[src/rtl/iira_pkg.sv]
// ----------------------------------------------------------------------------
// iira_pkg: shared types and constants for the insert/remove array
// Request and status codes, field widths, the command broadcast to the
// entry cells, and helpers that size the read reduction tree.
// ----------------------------------------------------------------------------
package iira_pkg;

    // Field widths of the stream words.
    localparam int REQ_W  = 3;
    localparam int POS_W  = 7;
    localparam int DATA_W = 32;
    localparam int STAT_W = 2;
    localparam int LEN_W  = 7;
    localparam int IN_W   = 48;
    localparam int OUT_W  = 48;

    // Request codes.
    localparam logic [REQ_W-1:0] REQ_READ   = 3'd0;
    localparam logic [REQ_W-1:0] REQ_WRITE  = 3'd1;
    localparam logic [REQ_W-1:0] REQ_INSERT = 3'd2;
    localparam logic [REQ_W-1:0] REQ_REMOVE = 3'd3;
    localparam logic [REQ_W-1:0] REQ_APPEND = 3'd4;
    localparam logic [REQ_W-1:0] REQ_CREATE = 3'd5;

    // Status codes.
    localparam logic [STAT_W-1:0] STATUS_OK    = 2'd0;
    localparam logic [STAT_W-1:0] STATUS_RANGE = 2'd1;
    localparam logic [STAT_W-1:0] STATUS_FULL  = 2'd2;

    // Fan-in of one node of the read tree.
    localparam int TREE_RADIX = 8;

    // Operation applied by every cell in the same cycle.
    typedef enum logic [2:0] {
        CMD_HOLD,
        CMD_SET,
        CMD_INSERT,
        CMD_REMOVE,
        CMD_CLEAR
    } cell_op_t;

    typedef struct packed {
        cell_op_t            op;
        logic [DATA_W-1:0]   data;
    } cell_cmd_t;

    // Radix raised to a power.
    function automatic int radix_pow(input int k);
        int p;
        p = 1;
        for (int m = 0; m < 8; m++) begin
            if (m < k) begin
                p = p * TREE_RADIX;
            end
        end
        return p;
    endfunction

    // Number of registered tree levels needed to cover n leaves.
    function automatic int tree_levels(input int n);
        int l;
        int p;
        l = 1;
        p = TREE_RADIX;
        for (int m = 0; m < 8; m++) begin
            if (p < n) begin
                p = p * TREE_RADIX;
                l = l + 1;
            end
        end
        return l;
    endfunction

    // First node index of level k (levels count from one at the leaves).
    function automatic int level_offset(input int levels, input int k);
        int off;
        off = 0;
        for (int m = 1; m < 8; m++) begin
            if (m < k) begin
                off = off + radix_pow(levels - m);
            end
        end
        return off;
    endfunction

endpackage

[src/rtl/iira_cell.sv]
// ----------------------------------------------------------------------------
// iira_cell: one entry of the array
// Holds one entry and, on the broadcast command, keeps it, overwrites it,
// clears it, or takes its lower (insert) or upper (remove) neighbor's entry.
// ----------------------------------------------------------------------------
module iira_cell
    import iira_pkg::*;
#(
    parameter int INDEX  = 0,
    parameter int SLOT_W = 7
) (
    input  logic              aclk,
    input  logic              aresetn,
    input  cell_cmd_t         cmd,
    input  logic [SLOT_W-1:0] slot,
    input  logic [DATA_W-1:0] lower_entry,
    input  logic [DATA_W-1:0] upper_entry,
    output logic [DATA_W-1:0] entry
);

    localparam logic [SLOT_W-1:0] MY_SLOT = SLOT_W'(INDEX);

    logic [DATA_W-1:0] entry_reg;
    logic [DATA_W-1:0] entry_next;

    // Next value from the broadcast command and this cell's place in the row.
    always_comb begin
        entry_next = entry_reg;
        unique case (cmd.op)
            CMD_SET: begin
                if (MY_SLOT == slot) begin
                    entry_next = cmd.data;
                end
            end
            CMD_INSERT: begin
                if (MY_SLOT > slot) begin
                    entry_next = lower_entry;
                end else if (MY_SLOT == slot) begin
                    entry_next = cmd.data;
                end
            end
            CMD_REMOVE: begin
                if (MY_SLOT >= slot) begin
                    entry_next = upper_entry;
                end
            end
            CMD_CLEAR: begin
                entry_next = '0;
            end
            default: begin
                entry_next = entry_reg;
            end
        endcase
    end

    // The store resets to all zero.
    always_ff @(posedge aclk) begin
        if (!aresetn) begin
            entry_reg <= '0;
        end else begin
            entry_reg <= entry_next;
        end
    end

    assign entry = entry_reg;

endmodule

[config.mk]
export PLATFORM = sky130hd
export DESIGN_NAME = iira_cell
export DESIGN_NICKNAME = d
export VERILOG_FILES = /design/src/rtl/iira_pkg.sv /design/src/rtl/iira_cell.sv
export SDC_FILE = /design/constraint.sdc
export NUM_CORES = 1
export LEC_CHECK = 0
export ABC_AREA = 1
export BUFFER_PORTS_ARGS = -buffer_cell sky130_fd_sc_hd__buf_4
export CAP_MARGIN = 5
export CORE_MARGIN = 4
export CORE_UTILIZATION = 44
export CTS_CLUSTER_SIZE = 12
export DETAILED_ROUTE_END_ITERATION = 10
export MAX_ROUTING_LAYER = met4
export PLACE_DENSITY = 0.81
export SETUP_SLACK_MARGIN = 0.05
export SYNTH_ARGS = -nofsm -noshare
export SYNTH_HDL_FRONTEND = slang
export SYNTH_SLANG_ARGS = --single-unit
[constraint.sdc]
create_clock -name aclk -period 1.58 [get_ports aclk]
set_clock_uncertainty 0.05 [all_clocks]
set_input_delay 0.237 -clock aclk [delete_from_list [all_inputs] [get_ports aclk]]
set_output_delay 0.237 -clock aclk [all_outputs]
set_load 0.02 [all_outputs]
# == Word level (Yosys, flattened, before mapping) ==
# Index checks and enable logic that the tools add are counted.
# word_totals
output_inout_bits,32
elab_cells,15
ff_bits,32
inputBits,108
# classes
order_cmp,2
n_eq_ne,5
n_mux,4
n_reduce_logical,3
# op_table
operator,n
case mux 32 bit (4 select lines),1
2-to-1 mux 32 bit,3
">= comparator 1 x 7 -> 1 bit, first input constant",1
"> comparator 1 x 7 -> 1 bit, first input constant",1
logical NOT 7 bit,1
"== test 3 x 2 -> 1 bit, second input constant",2
nonzero test 4 bit,1
"== test 3 x 1 -> 1 bit, second input constant",1
"== test 3 bit, second input constant",1
"!= test 2 bit, second input constant",1
AND reduction 2 bit,1

# == Longest topological paths before layout ==
# Gate-level depths: netlist (run 1).
# depth
ltp_word,4
mapped_depth,10
ltp_nobuf,9

# == Least setup slack after synthesis (run 1) ==
# Ideal clock, no wire load.
# synth_path
path_type,input to register
from,input port slot[4]
to,"register entry_reg[10], in the netlist entry[10]"
path_stages,7
slack_ps,271
t_arrival_ps,1148
path_buffers,1
path_cell_list,nor2_1 -> nand2_1 -> o21ai_4 -> buf_2 -> nand3_1 -> nor2_1 -> nor2_1
# synth_between
elab_chain_len,4
word_cells_on_any_way,8
classes_between,order compare (2); eq/ne (1); mux (3); reduce/logical (2)
# synth_lines
item,line_no,source
"start, declared",iira_cell.sv:15,"input logic [SLOT_W-1:0] slot,"
branches (longest 4 deep; another with > comparator 1 x 7 -> 1 bit),-,
"end signal, assigned",iira_cell.sv:61,entry_reg <= entry_next;
"end, declared",iira_cell.sv:23,logic [DATA_W-1:0] entry_reg;
# Parallel ways; which one is timed is not known.
# A chain may end at the register's enable or synchronous reset.

# == Worst setup path in the final report (run 1) ==
# layout_path
from,input port cmd[32] (netlist bit)
to,"register entry_reg[8], in the netlist entry[8]"
# layout_between
elab_chain_len,3
word_cells_on_any_way,8
classes_between,eq/ne (5); mux (1); reduce/logical (2)
# layout_lines
item,line_no,source
"start, declared",iira_cell.sv:14,"input cell_cmd_t cmd,"
== test 3 x 2 -> 1 bit (tied with other cells),iira_cell.sv:29,unique case (cmd.op)
nonzero test 4 bit (no source line) or != test 2 bit (tied branches),-,
AND reduction 2 bit (no source line),-,
# Parallel ways exist; a longest one is shown, timed or not.

==> results.md, run 1 <==
* Status: completed
* H-tree levels at 2
* Crit path largest cell delay at 260 ps
* Synth Area in Compound Gates at 7.28%
* Syn Std Cell Area at 2360 um^2
* Register area share after synthesis at 27.2%
* Met3 Track Usage GR at 4.99%
* Most common cell after layout, fill and taps aside: nand2_1
* Max stage delay cell, worst path: nor3_2
* Grt total ovfl at 0
* Largest net degree at the start of global routing at 44
* Final Max Tran Viols at 0
* Synth Register Bits at 32
* Via count at 2,959
* Root Buffer: clkbuf_8
* Post-CTS setup buffer count at 0
* Maximum vdd drop at 0.425 mV
* Setup TNS at 0 ps
* Cell family contributing the most delay on the critical path: simple AND/OR/NAND/NOR gates
* DR vias/cell at 4.89
* WHS Path Cells at 5
* FF-to-FF Start: entry[26]
* # setup viols final at 0
* Flop2flop setup slack at 670 ps
* First-pass GRT wire length at 11.8 mm
* Residual DRC at 0
* Pwr/cell area at 765 nW/um^2
* Distinct cells, synth at 17
* Hold EP: entry[25]
* GPL Wtd Cong at 0.767
* First-pass iteration count of the detailed router at 4
* DR iter-0 viols at 155
* Worst setup SP type: input pin
* Largest family of logic cells by synthesized area: simple AND/OR/NAND/NOR gates
* CP Cell Sequence: buf_4 > nor3_2 > nor2_4 > nand2_4 > nand2_2 > buf_4 > nand2_1 > nand2_1 > nor2_1
* Leak at 0.00171 uW
* Multiplexer share of the synthesized area at 0%
* Core area at 5140 um^2
* Diodes inserted at 0
* Met2 GRT Util at 39.2%
* Post-synth top area share at 27.2%
* Worst Hold Launch: upper_entry[25]
* Post-DRT Antenna Nets at 0
* Layout cell share with drive strength beyond 1 at 25.8%
* Cts repair resizes at 0
* R2R depth at 6
* Max cap viols at 0
* Worst setup path category: in -> reg
* Synth Area in Adders at 0%
* Layout Nets at 642
* Crit path depth at 9
* Starting Density at 45.8%
* Worst hold path type: in -> reg
* Post-synthesis simple-gate area fraction at 53.4%
* Xor/xnor share of the synthesized area at 0%
* Achievable frequency at 0.788 GHz
* Top area cells in the synthesized netlist: dfxtp_1 27%, nand2_1 21%, nor2_1 16%
* Fin util at 65.9%
* Final hold violation count at 0
* HPWL after DPL at 5.23 mm
* Most frequent cells in the layout: 131 x nand2_1, 117 x buf_4, 101 x nor2_1
* Avg WL per Cell at 12.3 um
* Min cycle time layout at 1270 ps
* TritonCTS Sinks at 32
* Largest fanout on the critical path at 14
* Final period utilization at 80.3%
* Relative slew slack at 75.8%
* Clock slew seen by the registers of the worst setup and hold paths at 70 ps
* YS warnings at 0
* TritonCTS clock tree: yes
* Initial antenna violation count at 0
* Crit. End Element: flip-flop
* Critical path data arrival time at 1440 ps
* Die area at 6590 um^2
* Max FFs per register at 32
* Die Height at 81.2 um
* Worst EP required at 1750 ps
* Syn avg cell area at 5.43 um^2
* Layout area overhead at 43.8%
* # IOs at 140
* Max clock buf depth at 2
* Area leader, netlist: dfxtp_1
* GRT Total Usage at 23.2%
* Tot Pwr at 2590 uW
* Met1 usage at 27.7%
* Worst-skew pair later-pin latency at 280 ps
* CTS Buf Count at 5
* Post-Synthesis Net Count at 542
* Unrepaired setup endpoints after global routing: no
* Routed WL at 7.42 mm
* Die Width at 81.2 um
* Hold Worst Slack at 228 ps
* Hold-fix buffers, CTS at 0
* Port bufs at 107
* Worst Max-Slew Pin Slew at 363 ps
* Vias in the first global route at 2,689
* Fill cell count at 521
* Global routing's busiest layer: met2
* Reg-to-Reg End: entry[26]
* CP bufs+invs at 2
* Cell count after synthesis at 434
* Row count at 26
[Yosys cell counts (all sizes together)]
cell type	number
nand2	135
nor2	103
inv	36
dfxtp	32
nand3	32
nor3	32
o21ai	32
buf	15
clkbuf	15
nand3b	2
[per-stage QoR]
stage | setup slack, ps | instances | area [um^2]
6_report | 311 | 605 | 3390
3_3_place_gp | 86.9 | 597 | 3300
4_1_cts | 307 | 605 | 3390
2_1_floorplan | 271 | 434 | 2360
3_5_place_dp | 19.0 | 597 | 3300
5_1_grt | 220 | 605 | 3390
[logic make-up (layout without fill, tap and decap cells)]
logic type | Yosys count | after routing
AO/OA/AOI/OAI | 32 | 32
buffers and inverters | 66 | 167
flip-flops | 32 | 32
AND/OR/NAND/NOR | 304 | 304
[worst register-to-register path, stage by stage (launching register included)]
cell and delay, ps:
dfxtp_1 350, inv_1 60, o21ai_0 80, nand2_1 80, nor2_1 100, nor2_1 50, nor2_1 90
[metal layers]
layer | up-vias | wire [um]
met5 | - | 0
met4 | 0 | 83
met3 | 9 | 542
met2 | 91 | 3640
met1 | 1319 | 3150
li1 | 1540 | -
[report_power, final]
group	switching (uW)	internal, uW	total [uW]
logic	543	447	990
clock network	303	355	658
registers	47.9	895	943
total	894	1700	2590
[final cells by class]
cell class                      count  area (um^2)  area share (%)
Clock buffer                        8         90.1            2.66
Tap cell                           70         87.6            2.59
Timing Repair Buffer              123          998            29.5
Multi-Input combinational cell    336         1440            42.4
Sequential cell                    32          641            18.9
Inverter                           36          135            3.99
[worst max path at each step]
stage / slack [ps] / from / to
3_5_place_dp: 20 / cmd[32] / entry[8]
5_1_grt: 220 / slot[3] / entry[5]
6_report: 310 / cmd[32] / entry[8]
2_1_floorplan: 270 / slot[4] / entry[10]
3_3_place_gp: 90 / slot[3] / entry[29]
4_1_cts: 310 / cmd[32] / entry[10]
Power figures use the tool's default switching activity.
==> run 2, diff against run 1 <==
==> constraint.sdc (replaced) <==
create_clock -name aclk -period 1.2 [get_ports aclk]
set_clock_uncertainty 0.05 [all_clocks]
set_input_delay 0.18 -clock aclk [delete_from_list [all_inputs] [get_ports aclk]]
set_output_delay 0.18 -clock aclk [all_outputs]
set_load 0.02 [all_outputs]
==> run 2 against run 1 <==
Clock power up 19%. Worst setup slack worse by 230 ps. Largest cell class unchanged. Largest power group unchanged. Critical path depth unchanged. Via count up 0.81%. Wire length down 1.8%. Cell area up 0.22%. Critical endpoint is now entry[31].
==> results.md, run 2 (synthesized netlist as in run 1, its figures left out) <==
* Status: completed
* Crit. End Element: flip-flop
* Core area at 5140 um^2 (unchanged)
* Largest net degree at the start of global routing at 64 (+45%)
* Pwr/cell area at 985 nW/um^2 (+29%)
* CTS Buf Count at 5 (unchanged)
* GRT Total Usage at 23.0% (-0.20 points)
* First-pass iteration count of the detailed router at 4 (unchanged)
* HPWL after DPL at 5.15 mm (-1.7%)
* Critical path data arrival time at 1290 ps (-150 ps)
* Fill cell count at 486 (-6.7%)
* Termination of the worst setup path: entry[31]
* Most frequent cells in the layout: 131 x nand2_1, 116 x buf_4, 98 x nor2_1
* Worst EP required at 1370 ps (-380 ps)
* Row count at 26 (unchanged)
* Max FFs per register at 32 (unchanged)
* Leak at 0.00174 uW (+1.4%)
* Max clock buf depth at 2 (unchanged)
* Post-CTS setup buffer count at 0 (unchanged)
* Max cap viols at 0 (unchanged)
* Hold Worst Slack at 177 ps (-50.8 ps)
* WHS Path Cells at 5 (unchanged)
* Relative slew slack at 75.4% (-0.38 points)
* Starting Density at 45.8% (unchanged)
* Worst-skew pair later-pin latency at 280 ps (about the same)
* Clock slew seen by the registers of the worst setup and hold paths at 70 ps (about the same)
* Die area at 6590 um^2 (unchanged)
* DR vias/cell at 4.95 (+1.1%)
* Pre-CTS WS at -161 ps (-180 ps)
* Post-route setup slack at 84.0 ps (-227 ps)
* Worst setup SP type: input pin
* Final period utilization at 93.0%
* Post-DRT Antenna Nets at 0 (unchanged)
* Min cycle time layout at 1120 ps
* Crit path depth at 9 (unchanged)
* FF-to-FF Start: entry[31]
* Avg WL per Cell at 12.1 um (-1.5%)
* Initial antenna violation count at 0 (unchanged)
* Maximum vdd drop at 0.551 mV (+30%)
* H-tree levels at 2 (unchanged)
* Root Buffer: clkbuf_8
* Residual DRC at 0 (unchanged)
* Largest fanout on the critical path at 63 (+49)
* Worst Max-Slew Pin Slew at 369 ps (+5.77 ps)
* Tot Pwr at 3340 uW (+29%)
* GPL Wtd Cong at 0.848 (+11%)
* Worst setup path category: in -> reg
* # IOs at 140 (unchanged)
* Final Max Tran Viols at 0 (unchanged)
* Reg-to-Reg End: entry[31]
* First-pass GRT wire length at 11.8 mm (-0.12%)
* Unrepaired setup endpoints after global routing: yes
* Worst path most repeated cell: nor2_1
* CP bufs+invs at 2 (unchanged)
* Max stage delay cell, worst path: o21ai_0
* Vias in the first global route at 2,756 (+2.5%)
* FF/Latch Area at 641 um^2 (unchanged)
* Routed WL at 7.29 mm (-1.8%)
* Worst Setup SP: slot[4]
* Layout Nets at 641 (-0.16%)
* Grt total ovfl at 0 (unchanged)
* R2R depth at 6 (unchanged)
* # setup viols final at 0 (unchanged)
* Layout cell share with drive strength beyond 1 at 26.3% (+0.47 points)
* Area occupied by multi-input gates at 1460 um^2 (+1.9%)
* TritonCTS Sinks at 32 (unchanged)
* DR iter-0 viols at 173 (+12%)
* Achievable frequency at 0.896 GHz
* Via count at 2,983 (+0.81%)
* Cell family contributing the most delay on the critical path: simple AND/OR/NAND/NOR gates
* CP Cell Sequence: buf_4 > nor2_4 > nand2_2 > buf_12 > o21ai_0 > nand2_1 > nor2_1 > nor2_1 > nor2_1
* TritonCTS clock tree: yes
* Crit path largest cell delay at 230 ps (-30 ps)
* Die Height at 81.2 um (unchanged)
* Diodes inserted at 0 (unchanged)
* Final hold violation count at 0 (unchanged)
* Flop2flop setup slack at 280 ps (-390 ps)
* Most common cell after layout, fill and taps aside: nand2_1
* Port bufs at 107 (unchanged)
* Worst hold path type: in -> reg
* Fin util at 66.0% (+0.15 points)
* Die Width at 81.2 um (unchanged)
* Layout area overhead at 44.1%
[run 2: changes by cell type in the layout (fill, tap and decap cells not counted), sizes merged]
cell | previous run | this run
clkinv | 0 | 1
buf | 123 | 122
clkbuf | 8 | 6
[run 2: through the flow]
stage | std cells | TNS, ps | instance area [um^2]
after CTS | 603 | 0 | 3390
final | 603 | 0 | 3390
after global placement | 596 | -3380 | 3320
after global routing | 603 | 0 | 3390
after floorplan | 434 | 0 | 2410
after detailed placement | 596 | -4240 | 3320
[run 2: tightest hold or removal path, delay by kind of cell]
kind                   cells  cell delay [ps]
buffers and inverters      1               80
AND/OR/NAND/NOR            4              220
[run 2: worst min-delay path by stage]
stage / start / end / slack (ps)
2_1_floorplan: aresetn / entry[0] / 260
3_3_place_gp: entry[27] / entry[27] / 460
3_5_place_dp: entry[20] / entry[20] / 470
4_1_cts: upper_entry[30] / entry[30] / 180
5_1_grt: upper_entry[27] / entry[27] / 200
6_report: upper_entry[30] / entry[30] / 180
[run 2: timing repair]
| item | 4_1_cts | 5_1_grt |
|---|---|---|
| resized for setup | 0 | 4 |
| setup endpoints to repair | 0 | 8 |
| hold buffers | 0 | 0 |
[run 2: metal layers]
| metal | GRT usage (%) | part of all wire [%] | wire length, um |
|---|---|---|---|
| met4 | 5.91 | 1.6 | 118 |
| met5 | - | 0 | 0 |
| met3 | 4.21 | 6.8 | 496 |
| met1 | 26.6 | 42 | 3100 |
| met2 | 40.9 | 49 | 3580 |
[run 2: cell type report]
class,instances,area share (%)
well taps,70,2.58
flip-flops and latches,32,18.9
multi-input cells,336,43.1
repair buffers,122,29.2
clock inverters,1,0.147
inverters,36,3.98
clock buffers,6,2.14
[run 2: report_power, final]
group / switching [uW] / internal [uW]
combinational: 720 / 595
sequential: 65.5 / 1180
clock: 390 / 394
==> run 3, diff against run 2 <==
--- a/config.mk
+++ b/config.mk
@@ -9,11 +9,11 @@
 export BUFFER_PORTS_ARGS = -buffer_cell sky130_fd_sc_hd__buf_4
 export CAP_MARGIN = 5
 export CORE_MARGIN = 4
-export CORE_UTILIZATION = 44
+export CORE_UTILIZATION = 40
 export CTS_CLUSTER_SIZE = 12
 export DETAILED_ROUTE_END_ITERATION = 10
 export MAX_ROUTING_LAYER = met4
-export PLACE_DENSITY = 0.81
+export PLACE_DENSITY = 0.78
 export SETUP_SLACK_MARGIN = 0.05
 export SYNTH_ARGS = -nofsm -noshare
 export SYNTH_HDL_FRONTEND = slang
==> constraint.sdc (replaced) <==
create_clock -name aclk -period 1 [get_ports aclk]
set_clock_uncertainty 0.05 [all_clocks]
set_input_delay 0.15 -clock aclk [delete_from_list [all_inputs] [get_ports aclk]]
set_output_delay 0.15 -clock aclk [all_outputs]
set_load 0.02 [all_outputs]
==> run 3 against run 2 <==
The run now ends with negative setup slack left. Die area increased by 9.0%. Sequential share of layout area is 0.57 points lower. Count of clock-buffer cells in the layout unchanged. Combinational power grew 33%. Clock power is 31% higher. Core utilization grew 0.16 points. Critical path depth down 1. Wire length up 7.7%. Sequential cell count did not move. First-iteration DRC count up 3.5%. Sequential power increased by 25%. Non-clock buffer count grew 10. Critical path type unchanged.
==> results.md, run 3 (synthesized netlist as in run 1, its figures left out) <==
* Status: finished with violations
* Failing checks: negative setup slack
* Worst setup SP type: input pin
* WHS Path Cells at 5 (unchanged)
* Min cycle time layout at 1050 ps
* Layout area overhead at 57.6%
* Die Height at 84.7 um (+4.4%)
* Worst setup path category: in -> reg
* Worst EP required at 1130 ps (-240 ps)
* Routed WL at 7.85 mm (+7.7%)
* Leak at 0.00186 uW (+6.8%)
* GRT Total Usage at 21.5% (-1.5 points)
* Hold-fix buffers, CTS at 0 (unchanged)
* Layout Nets at 651 (+1.6%)
* Final hold violation count at 0 (unchanged)
* Hold Worst Slack at 155 ps (-21.6 ps)
* Clock slew seen by the registers of the worst setup and hold paths at 70 ps (about the same)
* Worst Setup SP: slot[5]
* Vias in the first global route at 2,869 (+4.1%)
* Termination of the worst setup path: entry[5]
* Pre-CTS WS at -333 ps (-172 ps)
* H-tree levels at 2 (unchanged)
* Diodes inserted at 0 (unchanged)
* Core area at 5610 um^2 (+9.1%)
* Die area at 7180 um^2 (+9.0%)
* Max cap viols at 0 (unchanged)
* Unrepaired setup endpoints after global routing: yes
* Max FFs per register at 32 (unchanged)
* Pwr/cell area at 1170 nW/um^2 (+19%)
* Tot Pwr at 4340 uW (+30%)
* Psw at 1500 uW (+27%)
* Layout cell share with drive strength beyond 1 at 35.1% (+8.8 points)
* Largest fanout on the critical path at 10 (-84%)
* R2R depth at 6 (unchanged)
* # IOs at 140 (unchanged)
* Sequential share of power at 35.7% (-1.5 points)
* Residual DRC at 0 (unchanged)
* Starting Density at 42.0% (-3.8 points)
* First-pass iteration count of the detailed router at 4 (unchanged)
* Post-DRT Antenna Nets at 0 (unchanged)
* P_int at 2840 uW (+31%)
* Row count at 27 (+3.8%)
* Gate power share at 40.5% (+1.2 points)
* Reg-to-Reg End: entry[30]
* Via count at 3,027 (+1.5%)
* First-pass GRT wire length at 12.7 mm (+7.6%)
* # setup viols final at 25 (+25)
* Worst-skew pair later-pin latency at 280 ps (about the same)
* GPL Wtd Cong at 0.859 (+1.3%)
* Avg WL per Cell at 12.7 um (+5.4%)
* Root Buffer: clkbuf_8
* FF-to-FF Start: entry[30]
* Relative slew slack at 75.5% (+0.097 points)
* Crit. End Element: flip-flop
* Most common cell after layout, fill and taps aside: nand2_1
* Final Max Tran Viols at 0 (unchanged)
* Most frequent cells in the layout: 127 x nand2_1, 97 x nor2_1, 85 x buf_4
* Worst Max-Slew Pin Slew at 368 ps (-1.45 ps)
* Dpl cells at 606 (+1.7%)
* Initial antenna violation count at 0 (unchanged)
* DR vias/cell at 4.91 (-0.67%)
* CTS Buf Count at 5 (unchanged)
* Largest net degree at the start of global routing at 33 (-48%)
* Flop2flop setup slack at 50 ps (-230 ps)
* Worst hold path type: in -> reg
* Critical path data arrival time at 1180 ps (-110 ps)
* HPWL after DPL at 5.55 mm (+7.8%)
* Port bufs at 107 (unchanged)
* Max clock buf depth at 2 (unchanged)
* Achievable frequency at 0.951 GHz
* TritonCTS Sinks at 32 (unchanged)
* Clk network pwr share at 23.8% (+0.3 points)
* Post-route setup slack at -51.8 ps (-136 ps)
* TritonCTS clock tree: yes
* Final period utilization at 105%
* DR iter-0 viols at 179 (+3.5%)
* Die Width at 84.7 um (+4.4%)
* Final std cells w/o fill at 616 (+2.2%)
* Grt total ovfl at 0 (unchanged)
* Maximum vdd drop at 0.673 mV (+22%)
* Setup TNS at -690 ps (-690 ps)
* Switching Share at 34.5% (-0.68 points)
## run 3: cell types whose count changed in the layout (fill, tap and decap cells not counted), moves of 4 or more
cell,before,now
buf_6,0,42
buf_4,116,85
dfxtp_1,32,1
dfxtp_2,0,31
nand2_1,131,127
o21ai_0,27,23
o21ai_1,4,8
## run 3: area by class of cell
cell class                 count  area [um^2]
multi-input combinational    336         1500
clock buffer                   6         82.6
inverter                      36          138
sequential                    32          679
tap                           72         90.1
timing repair buffer         132         1220
fill                         501         1900
clock inverter                 2         10.0
## run 3: power groups by stage
stage          combinational, uW  sequential [uW]  clock (uW)
4_1_cts                     1690             1540        1060
3_3_place_gp                1560             1520           0
2_1_floorplan                754             1680           0
3_5_place_dp                1600             1520           0
6_report                    1760             1550        1030
5_1_grt                     1940             1560        1120
## run 3: how the worst min path moves through the flow
| stage | startpoint | endpoint | slack, ps |
|---|---|---|---|
| finish | upper_entry[21] | entry[21] | 160 |
| global route | upper_entry[25] | entry[25] | 180 |
| CTS | upper_entry[21] | entry[21] | 160 |
| detailed placement | upper_entry[13] | entry[13] | 450 |
| global placement | upper_entry[16] | entry[16] | 440 |
| floorplan | aresetn | entry[0] | 220 |
## run 3: worst max-delay path: stages
cell,delay [ps]
buf_4,120
nor2_4,110
nand2_4,100
o21ai_4,210
buf_4,220
nand3_1,90
nor2_1,120
nor2_1,60
## run 3: repair_timing
item,CTS,global route
gates cloned,0,1
pin swaps,1,5
gates resized for setup,61,31
setup endpoints to repair,64,62
buffers inserted,1,0
## run 3: per-layer routing
metal / vias up / wire length [um] / global-route usage, %
met5: - / 0 / -
met4: 0 / 110 / 6.76
met3: 10 / 557 / 4.32
met2: 118 / 3930 / 35.9
met1: 1339 / 3250 / 26.0
li1: 1560 / - / -
## run 3: through the flow
step / utilization [%] / instance area, um^2
final: 66.2 / 3710
after detailed placement: 59.9 / 3360
after global placement: 59.9 / 3360
after global routing: 66.2 / 3710
after CTS: 64.3 / 3610
after floorplan: - / 2420
